### src/hdl/bsb_pkg.sv
`default_nettype none
// ----------------------------------------------------------------------------
// bsb_pkg
// Types and constants shared by the B-spline basis evaluator.
// ----------------------------------------------------------------------------
package bsb_pkg;
  localparam int MAX_KNOTS_DEF  = 64;
  localparam int MAX_DEGREE_DEF = 7;
  localparam int FRAC_BITS_DEF  = 16;
  localparam int IDX_W = 6;
  localparam int DEG_W = 3;
  localparam int CFG_W = 6;

  localparam logic [0:0] CFG_DEGREE = 1'b0;
  localparam logic [0:0] CFG_LAST   = 1'b1;

  localparam logic REQ_WRITE = 1'b0;
  localparam logic REQ_EVAL  = 1'b1;

  localparam logic ST_OK  = 1'b0;
  localparam logic ST_ERR = 1'b1;
endpackage
`default_nettype wire

### src/hdl/bsb_if.sv
`default_nettype none
// ----------------------------------------------------------------------------
// bsb_req_if / bsb_res_if
// Valid/ready channels for request and result words.
// ----------------------------------------------------------------------------
interface bsb_req_if #(parameter int VW = 17) ();
  logic          valid;
  logic          ready;
  logic          req_type;
  logic [5:0]    knot_index;
  logic [VW-1:0] knot_value;
  logic [VW-1:0] param_u;
  modport source (output valid, req_type, knot_index, knot_value, param_u, input ready);
  modport sink   (input valid, req_type, knot_index, knot_value, param_u, output ready);
endinterface

interface bsb_res_if #(parameter int VW = 17) ();
  logic          valid;
  logic          ready;
  logic [5:0]    basis_index;
  logic [VW-1:0] basis_value;
  logic          status;
  logic          last;
  modport source (output valid, basis_index, basis_value, status, last, input ready);
  modport sink   (input valid, basis_index, basis_value, status, last, output ready);
endinterface
`default_nettype wire

### src/hdl/bspline_basis_eval.sv
`default_nettype none
// ----------------------------------------------------------------------------
// bspline_basis_eval
// Cox-de Boor basis evaluator: knot table in a synchronous memory, span
// search, triangular recursion through one multiplier and a serial divider.
// ----------------------------------------------------------------------------
// channel  dir  handshake    payload
// req      in   valid/ready  req_type, knot_index, knot_value, param_u
// res      out  valid/ready  basis_index, basis_value, status, last
// cfg      in   cfg_we       cfg_index, cfg_data
// An evaluation reads the end knots, searches the knots one by one for the span,
// then per recursion term (p(p+3)/2 terms) reads four knots, and per division
// (two on inner terms) does one multiply and a serial division, which is skipped
// on a zero term; then it gives one result word per cycle while res is not
// stalled. Reset is synchronous; the knot table is not cleared. A stalled result
// holds its word; a new request is taken after the last word leaves.
// ----------------------------------------------------------------------------
module bspline_basis_eval #(
  parameter int MAX_KNOTS  = bsb_pkg::MAX_KNOTS_DEF,
  parameter int MAX_DEGREE = bsb_pkg::MAX_DEGREE_DEF,
  parameter int FRAC_BITS  = bsb_pkg::FRAC_BITS_DEF
) (
  input  wire logic                clk,
  input  wire logic                rst,
  bsb_req_if.sink                  req,
  bsb_res_if.source                res,
  input  wire logic                cfg_we,
  input  wire logic [0:0]          cfg_index,
  input  wire logic [bsb_pkg::CFG_W-1:0] cfg_data
);
  import bsb_pkg::*;

  localparam int VW  = FRAC_BITS + 1;
  localparam int KAW = $clog2(MAX_KNOTS);
  localparam int WAW = $clog2(MAX_DEGREE + 1);
  localparam int SW  = 10;
  localparam logic [VW-1:0] ONE = VW'(1) << FRAC_BITS;
  localparam int QC = $clog2(VW + 1);

  typedef enum logic [13:0] {
    S_IDLE  = 14'b00000000000001,
    S_K0    = 14'b00000000000010,
    S_KM    = 14'b00000000000100,
    S_SRCH  = 14'b00000000001000,
    S_SWAIT = 14'b00000000010000,
    S_INIT  = 14'b00000000100000,
    S_RD    = 14'b00000001000000,
    S_RHOLD = 14'b00000010000000,
    S_RWAIT = 14'b00000100000000,
    S_MUL   = 14'b00001000000000,
    S_DIV   = 14'b00010000000000,
    S_NEXT  = 14'b00100000000000,
    S_OUT   = 14'b01000000000000,
    S_ERR   = 14'b10000000000000
  } state_t;

  state_t state;
  logic [DEG_W-1:0] degree;
  logic [5:0] last_ci;

  logic [VW-1:0] knots [MAX_KNOTS];
  logic [VW-1:0] rdata;
  logic [KAW-1:0] raddr;

  logic [VW-1:0] work [MAX_DEGREE+1];
  logic [VW-1:0] u, k0;
  logic signed [SW-1:0] k, d, i, j, pp, mm, nn;
  logic [2:0]    rphase;   // which knot of the four being read
  logic [VW-1:0] ka, kb, kc, ke;
  logic          half;     // 0 left term, 1 right term
  logic [VW-1:0] left_t;
  logic [2*VW-1:0] rem_q;
  logic [VW:0]   den;
  logic [2*VW-1:0] quo;
  logic [QC+1:0] dcnt;
  logic          term_zero;
  logic [WAW:0]  oj;

  always_ff @(posedge clk) begin
    if (req.valid && req.ready && req.req_type == REQ_WRITE)
      knots[req.knot_index[KAW-1:0]] <= req.knot_value;
    rdata <= knots[raddr];
  end

  always_ff @(posedge clk) begin
    if (rst) begin
      degree  <= DEG_W'(3);
      last_ci <= 6'd3;
    end else if (cfg_we) begin
      if (cfg_index == CFG_DEGREE) degree <= cfg_data[DEG_W-1:0];
      else last_ci <= cfg_data;
    end
  end

  assign req.ready = (state == S_IDLE);

  // knot index of phase: i, i+1, i+d, i+d+1 for the generic term
  logic signed [SW-1:0] rindex;
  always_comb begin
    case (rphase)
      3'd0: rindex = i;
      3'd1: rindex = i + SW'(1);
      3'd2: rindex = i + d;
      default: rindex = i + d + SW'(1);
    endcase
  end

  // signed operand selection for current term
  logic signed [VW+1:0] num_s, den_s;
  logic [VW-1:0] nval;
  logic signed [SW-1:0] w;
  assign w = i - (k - pp);
  always_comb begin
    if (!half) begin
      num_s = $signed({2'b0, u}) - $signed({2'b0, ka});
      den_s = $signed({2'b0, kc}) - $signed({2'b0, ka});
      nval  = (w >= 0 && w <= pp) ? work[w[WAW-1:0]] : '0;
    end else begin
      num_s = $signed({2'b0, ke}) - $signed({2'b0, u});
      den_s = $signed({2'b0, ke}) - $signed({2'b0, kb});
      nval  = (w + 1 >= 0 && w + 1 <= pp) ? work[WAW'(w + 1)] : '0;
    end
  end

  logic [2*VW:0] rem_sh;
  assign rem_sh = {rem_q, quo[2*VW-1]};

  logic [VW-1:0] qsat;
  assign qsat = (quo > {{VW{1'b0}}, ONE}) ? ONE : quo[VW-1:0];

  always_ff @(posedge clk) begin
    if (rst) begin
      state <= S_IDLE;
      res.valid <= 1'b0;
      for (int q = 0; q <= MAX_DEGREE; q++) work[q] <= '0;
    end else begin
      unique case (state)
        S_IDLE: if (req.valid && req.req_type == REQ_EVAL) begin
          u  <= req.param_u;
          pp <= SW'(degree);
          nn <= SW'(last_ci);
          mm <= SW'(last_ci) + SW'(degree) + SW'(1);
          if (degree == 0 || 32'(degree) > MAX_DEGREE || last_ci < 6'(degree) ||
              32'(last_ci) + 32'(degree) + 1 > MAX_KNOTS - 1) begin
            state <= S_ERR;
          end else begin
            raddr <= '0; state <= S_K0;
          end
        end
        S_K0: begin
          raddr <= KAW'(mm); state <= S_KM;
        end
        S_KM: begin
          k0 <= rdata; state <= S_SRCH;
        end
        S_SRCH: begin
          if (u == k0) begin
            for (int q = 0; q <= MAX_DEGREE; q++) work[q] <= (q == 0) ? ONE : '0;
            k <= pp; oj <= '0; state <= S_OUT;
          end else if (u == rdata) begin
            for (int q = 0; q <= MAX_DEGREE; q++)
              work[q] <= (q == pp) ? ONE : '0;
            k <= nn; oj <= '0; state <= S_OUT;
          end else if (u < k0 || u > rdata) begin
            state <= S_ERR;
          end else begin
            j <= SW'(1); k <= mm - SW'(1); raddr <= KAW'(1); state <= S_SWAIT;
          end
        end
        S_SWAIT: begin
          state <= S_INIT;
        end
        S_INIT: begin
          // rdata holds knot j
          if (rdata > u || j == mm) begin
            logic signed [SW-1:0] kk;
            kk = (rdata > u) ? j - SW'(1) : mm - SW'(1);
            k <= kk;
            if (kk < pp || kk > nn) state <= S_ERR;
            else begin
              for (int q = 0; q <= MAX_DEGREE; q++)
                work[q] <= (q == pp) ? ONE : '0;
              d <= SW'(1); i <= kk - SW'(1); rphase <= '0; state <= S_RD;
            end
          end else begin
            j <= j + SW'(1); raddr <= KAW'(j + 1); state <= S_SWAIT;
          end
        end
        S_RD: begin
          raddr <= (rindex < 0 || rindex >= MAX_KNOTS) ? '0 : KAW'(rindex);
          state <= S_RHOLD;
        end
        S_RHOLD: begin
          state <= S_RWAIT;
        end
        S_RWAIT: begin
          logic [VW-1:0] kv;
          kv = (rindex < 0 || rindex >= MAX_KNOTS) ? '0 : rdata;
          case (rphase)
            3'd0: ka <= kv;
            3'd1: kb <= kv;
            3'd2: kc <= kv;
            default: ke <= kv;
          endcase
          if (rphase == 3'd3) begin
            half <= (i == k - d) ? 1'b1 : 1'b0;
            left_t <= '0; state <= S_MUL;
          end else begin
            rphase <= rphase + 3'd1; state <= S_RD;
          end
        end
        S_MUL: begin
          term_zero <= (den_s <= 0 || num_s <= 0 || nval == 0);
          quo  <= (2*VW)'(nval) * (2*VW)'(num_s[VW-1:0]);
          den  <= den_s[VW:0];
          rem_q <= '0; dcnt <= '0; state <= S_DIV;
        end
        S_DIV: begin
          if (term_zero || dcnt == (QC+2)'(2*VW)) begin
            logic [VW-1:0] t;
            logic [VW+1:0] sumv;
            t = term_zero ? '0 : qsat;
            sumv = {2'b0, left_t} + {2'b0, t};
            if (!half && i != k) begin
              left_t <= t; half <= 1'b1; state <= S_MUL;
            end else begin
              if (i >= k - d + 1 && i <= k - 1)
                work[WAW'(w)] <= (sumv > (VW+2)'(ONE)) ? ONE : sumv[VW-1:0];
              else if (i == k) work[WAW'(w)] <= t;
              else work[WAW'(w)] <= t;   // first term of the row
              state <= S_NEXT;
            end
          end else begin
            if (rem_sh[2*VW:0] >= (2*VW+1)'(den)) begin
              rem_q <= (2*VW)'(rem_sh - (2*VW+1)'(den));
              quo <= {quo[2*VW-2:0], 1'b1};
            end else begin
              rem_q <= rem_sh[2*VW-1:0];
              quo <= {quo[2*VW-2:0], 1'b0};
            end
            dcnt <= dcnt + 1'b1;
          end
        end
        S_NEXT: begin
          rphase <= '0;
          if (i == k) begin
            if (d == pp) begin oj <= '0; state <= S_OUT; end
            else begin d <= d + SW'(1); i <= k - d - SW'(1); state <= S_RD; end
          end else begin
            i <= i + SW'(1); state <= S_RD;
          end
        end
        S_OUT: begin
          if (!res.valid || res.ready) begin
            if (res.valid && res.last) begin
              res.valid <= 1'b0; state <= S_IDLE;
            end else begin
              res.valid <= 1'b1;
              res.basis_index <= 6'(k - pp + SW'(oj));
              res.basis_value <= work[oj[WAW-1:0]];
              res.status <= ST_OK;
              res.last <= (SW'(oj) == pp);
              oj <= oj + 1'b1;
            end
          end
        end
        S_ERR: begin
          if (!res.valid) begin
            res.valid <= 1'b1; res.basis_index <= '0; res.basis_value <= '0;
            res.status <= ST_ERR; res.last <= 1'b1;
          end else if (res.ready) begin
            res.valid <= 1'b0; state <= S_IDLE;
          end
        end
        default: state <= S_IDLE;
      endcase
    end
  end

`ifndef NO_ASSERTIONS
  a_no_take_busy: assert property (@(posedge clk) disable iff (rst)
    req.ready |-> !res.valid) else $error("request taken while a word is pending");
  a_hold: assert property (@(posedge clk) disable iff (rst)
    res.valid && !res.ready |=> res.valid && $stable(res.basis_value))
    else $error("result word dropped under stall");
  a_err_last: assert property (@(posedge clk) disable iff (rst)
    res.valid && res.status == ST_ERR |-> res.last) else $error("error word not last");
`endif
endmodule
`default_nettype wire
### src/flat_wrapper.sv
// flat-port wrapper written by rule: the top's interface ports become plain ports
module bspline_basis_eval_flat import bsb_pkg::*;
#(
  parameter int MAX_KNOTS  = bsb_pkg::MAX_KNOTS_DEF,
  parameter int MAX_DEGREE = bsb_pkg::MAX_DEGREE_DEF,
  parameter int FRAC_BITS  = bsb_pkg::FRAC_BITS_DEF
)
  (clk, rst, cfg_we, cfg_index, cfg_data, req_valid, req_req_type, req_knot_index, req_knot_value, req_param_u, req_ready, res_valid, res_basis_index, res_basis_value, res_status, res_last, res_ready);
  bsb_req_if req_i ();
  bsb_res_if res_i ();
  input  wire logic clk;
  input  wire logic rst;
  input  wire logic cfg_we;
  input  wire logic [0:0] cfg_index;
  input  wire logic [bsb_pkg::CFG_W-1:0] cfg_data;
  input wire logic [$bits(req_i.valid)-1:0] req_valid;
  input wire logic [$bits(req_i.req_type)-1:0] req_req_type;
  input wire logic [$bits(req_i.knot_index)-1:0] req_knot_index;
  input wire logic [$bits(req_i.knot_value)-1:0] req_knot_value;
  input wire logic [$bits(req_i.param_u)-1:0] req_param_u;
  output wire logic [$bits(req_i.ready)-1:0] req_ready;
  output wire logic [$bits(res_i.valid)-1:0] res_valid;
  output wire logic [$bits(res_i.basis_index)-1:0] res_basis_index;
  output wire logic [$bits(res_i.basis_value)-1:0] res_basis_value;
  output wire logic [$bits(res_i.status)-1:0] res_status;
  output wire logic [$bits(res_i.last)-1:0] res_last;
  input wire logic [$bits(res_i.ready)-1:0] res_ready;
  assign req_i.valid = req_valid;
  assign req_i.req_type = req_req_type;
  assign req_i.knot_index = req_knot_index;
  assign req_i.knot_value = req_knot_value;
  assign req_i.param_u = req_param_u;
  assign req_ready = req_i.ready;
  assign res_valid = res_i.valid;
  assign res_basis_index = res_i.basis_index;
  assign res_basis_value = res_i.basis_value;
  assign res_status = res_i.status;
  assign res_last = res_i.last;
  assign res_i.ready = res_ready;
  bspline_basis_eval #(.MAX_KNOTS(MAX_KNOTS), .MAX_DEGREE(MAX_DEGREE), .FRAC_BITS(FRAC_BITS)) u_core (.clk(clk), .rst(rst), .req(req_i), .res(res_i), .cfg_we(cfg_we), .cfg_index(cfg_index), .cfg_data(cfg_data));
endmodule
### config.mk
export PLATFORM = sky130hd
export DESIGN_NAME = bspline_basis_eval_flat
export DESIGN_NICKNAME = d
export VERILOG_FILES = /design/src/hdl/bsb_pkg.sv /design/src/hdl/bsb_if.sv /design/src/hdl/bspline_basis_eval.sv /design/src/flat_wrapper.sv
export SDC_FILE = /design/constraint.sdc
export NUM_CORES = 2
export LEC_CHECK = 0
export BUFFER_PORTS_ARGS = -buffer_cell sky130_fd_sc_hd__buf_2
export CAP_MARGIN = 20
export CORE_ASPECT_RATIO = 1.75
export CORE_MARGIN = 3
export CORE_UTILIZATION = 55
export CTS_BUF_LIST = sky130_fd_sc_hd__clkbuf_8 sky130_fd_sc_hd__clkbuf_16
export DETAILED_ROUTE_END_ITERATION = 6
export PLACE_DENSITY = 0.71
export REMOVE_ABC_BUFFERS = 1
export SLEW_MARGIN = 20
export SYNTH_ARGS = -nofsm -noshare
export SYNTH_HDL_FRONTEND = slang
export SYNTH_SLANG_ARGS = --single-unit
### constraint.sdc
create_clock -name clk -period 17.45 [get_ports clk]
set_input_delay 5.235 -clock clk [delete_from_list [all_inputs] [get_ports clk]]
set_output_delay 5.235 -clock clk [all_outputs]
set_load 0.01 [all_outputs]
==> results.yml <==
timing:
  rsz0062_at_grt: "no"
  setup_ws_ns: 5.04
  relSlewSlack: 0.220
  whs_ns: 0.452
  final-setup-viol-count: 0
  skew_ns: 0.0558
  hold_viol: 0
  fmax_ghz: 0.0806
  period_minus_slack_ns: 12.41
  finalSetupTns_ns: 0
  timing.final.crit_share: 0.711
  final_max_slew_viol_count: 0
  worst_pin_slew_ns: 1.17
clock_tree:
  cts-root-buf: "clkbuf_16"
  cts_setup_buffers: 0
  cts_tree: "built"
  numCtsBuffers: 141
  clk_pin_slew_ns: 0.06
  clk-insertion-delay-late_ns: 0.79
  cts.hold.buffers_added: 0
  cts_max_path_buffers: 3
  cts_sinks: 1577
  cts-htree-levels: 4
  ctsResizeCount: 0
floorplanning:
  die_h_um: 524
  start_util: 0.555
  core_um2: 152000
  io_pins: 80
  fp-row-count: 189
  fp.dieW_um: 302
  dieArea_um2: 158000
min_path:
  hold_class: "register to register"
  hold_depth: 0
placement:
  pre_cts_ws_ns: 5.10
  dpl.hpwl_um: 153000
  placed_cells: 8001
  globalplace.congestion: 0.920
  place_area_um2: 87600
  port-buffer-count: 79
routing:
  dr.pass1.iters: 7
  viasPerCell: 6.23
  drcViolationCount: 1
  post_drt_wl_per_cell_um: 26.8
  wirelength_um: 221000
  ant_nets: 0
  drtIter0Drc: 4319
  vias: 51500
yosys:
  synth_cell_types: 85
  postSynth.asyncResetShare: 0
  synth_area_um2: 84400
  yosysTopAreaCellShare: 0.546
  syn_inst: 6014
  ys.flop_type: "edfxtp_1"
  synth_area_per_cell_um2: 14.0
  yosys-top-cells-area: "edfxtp_1, mux4_2, fa_1"
  seq_area_frac_synth: 0.556
  synth-edff-count: 1533
  yosys-top-cells-count: "edfxtp_1, inv_1, nor2_1"
  yosys_warnings: 0
  synth_seq_cells: 1577
  yosysMostFrequentCell: "edfxtp_1"
  synth_area_leader_cell: "edfxtp_1"
power_and_ir_drop:
  p_leak_nw: 34.3
  power_density_nw_per_um2: 96.1
  ir_drop_uv: 100
worst_setup_path:
  slowest_stage: "o311ai_0"
  worstPathRequired_ns: 17.91
  rr_worst_depth: 38
  max_stage_delay_ns: 0.65
  path_common_cell: "fa_1"
  arrival_ns: 12.87
  critPathKind: "register to register"
  cp-end-kind: "register"
  cp-start-kind: "register"
  worst-path-max-fanout: 36
global_route:
  grt_pass1_vias: 54200
  grt-ovfl-total: 0
  grt_max_degree: 149
  grt_antenna_before_repair: 15
  grt_usage: 0.284
  grt_first_pass_wirelength_um: 331000
outcome:
  violations: "DRC"
  outcome: "complete, but fails checks"
layout:
  multi_input_area_um2: 34700
  nets: 6809
  final_cells: 8265
  num-fill-cells: 11400
  area_growth_pct: 9.51
  drive_gt1_frac: 0.152
  regArea_um2: 46900
  fin_area_um2: 92400
run:
  drv_cap: 0
## cell families after synthesis
group                    count (synthesis)  synth area share
XOR/XNOR                               242            0.0251
flip-flops                            1577             0.556
AND/OR/NAND/NOR                       1521            0.0858
other                                    1         0.0000445
buffers and inverters                  776            0.0348
adder cells (fa/ha/maj)                616             0.113
AO/OA/AOI/OAI                          759            0.0582
multiplexers                           522             0.127
## report_power, final
group | total (mW) | switching, mW | internal, mW
sequential | 4.27 | 0.0508 | 4.22
clock | 3.15 | 1.43 | 1.72
combinational | 1.46 | 0.837 | 0.621
total | 8.88 | 2.32 | 6.56
## placed cells by master, fill, tap and decap left out, types with 46 or more instances in the layout
cell type and count:
edfxtp_1 1533, inv_1 557, nor2_1 469, mux4_2 439, nand2_1 413, ha_1 375, fa_1 239, a21oi_1 196
buf_4 162, o21ai_0 156, xnor2_1 148, clkbuf_16 143, nor2b_1 103, xor2_1 92, and2_1 88, nand3_1 87
nor3_1 83, a21o_1 79, mux2i_1 64, buf_2 64, nand2b_1 50, and3_1 46
## registers in the layout, summed over array words and instances, names as in the netlist, 10 cells and up, named ones only
signal                  count
u_core.ke                  17
u_core.quo                 34
u_core.k                   10
u_core.state               14
u_core.rem_q               34
u_core.kc                  17
u_core.den                 18
u_core.j                   10
u_core.rdata               17
u_core.res.basis_value     17
u_core.d                   10
u_core.kb                  17
u_core.i                   10
u_core.left_t              17
u_core.u                   17
u_core.work               136
u_core.knots             1088
u_core.ka                  17
u_core.k0                  17
## worst max-delay path: cells and delay by family (launching register included)
family	cells	cell delay (ns)
xor gates and xnor gates	1	0.16
adders and majority gates	11	5.18
buffers and inverters	10	2.40
AOI/OAI and AO/OA	12	3.02
DFF	1	0.57
and+or+nand+nor	4	0.71
## per-stage QoR
step            util  total power [mW]
2_1_floorplan      -              5.50
4_1_cts        0.607              8.94
3_3_place_gp   0.576              5.79
5_1_grt        0.607              9.13
6_report       0.608              8.88
3_5_place_dp   0.576              5.81
## per-layer routing
layer	vias up	GRT usage	wire length, um
met2	2101	0.526	120000
met1	26100	0.303	72600
met3	646	0.0409	12900
met4	8	0.175	15700
li1	22600	-	-
met5	-	0	53
## area by class of cell
class                           count  share of cell area
Tap cell                         2005              0.0272
Antenna cell                        6            0.000163
Inverter                          529              0.0215
Multi-Input combinational cell   3661               0.375
Clock inverter                    111              0.0114
Clock buffer                      146              0.0392
Timing Repair Buffer              230              0.0175
Sequential cell                  1577               0.508
## worst paths after layout
kind	from	to	slack [ns]
worst min register to register	u_core.rdata[9]	u_core.k0[9]	0.45
worst max register to register	u_core.pp[1]	u_core.quo[30]	5.04
worst max-delay path	u_core.pp[1]	u_core.quo[30]	5.04
worst min-delay path	u_core.rdata[9]	u_core.k0[9]	0.45
Note: power is estimated with default switching activity, not from simulation.
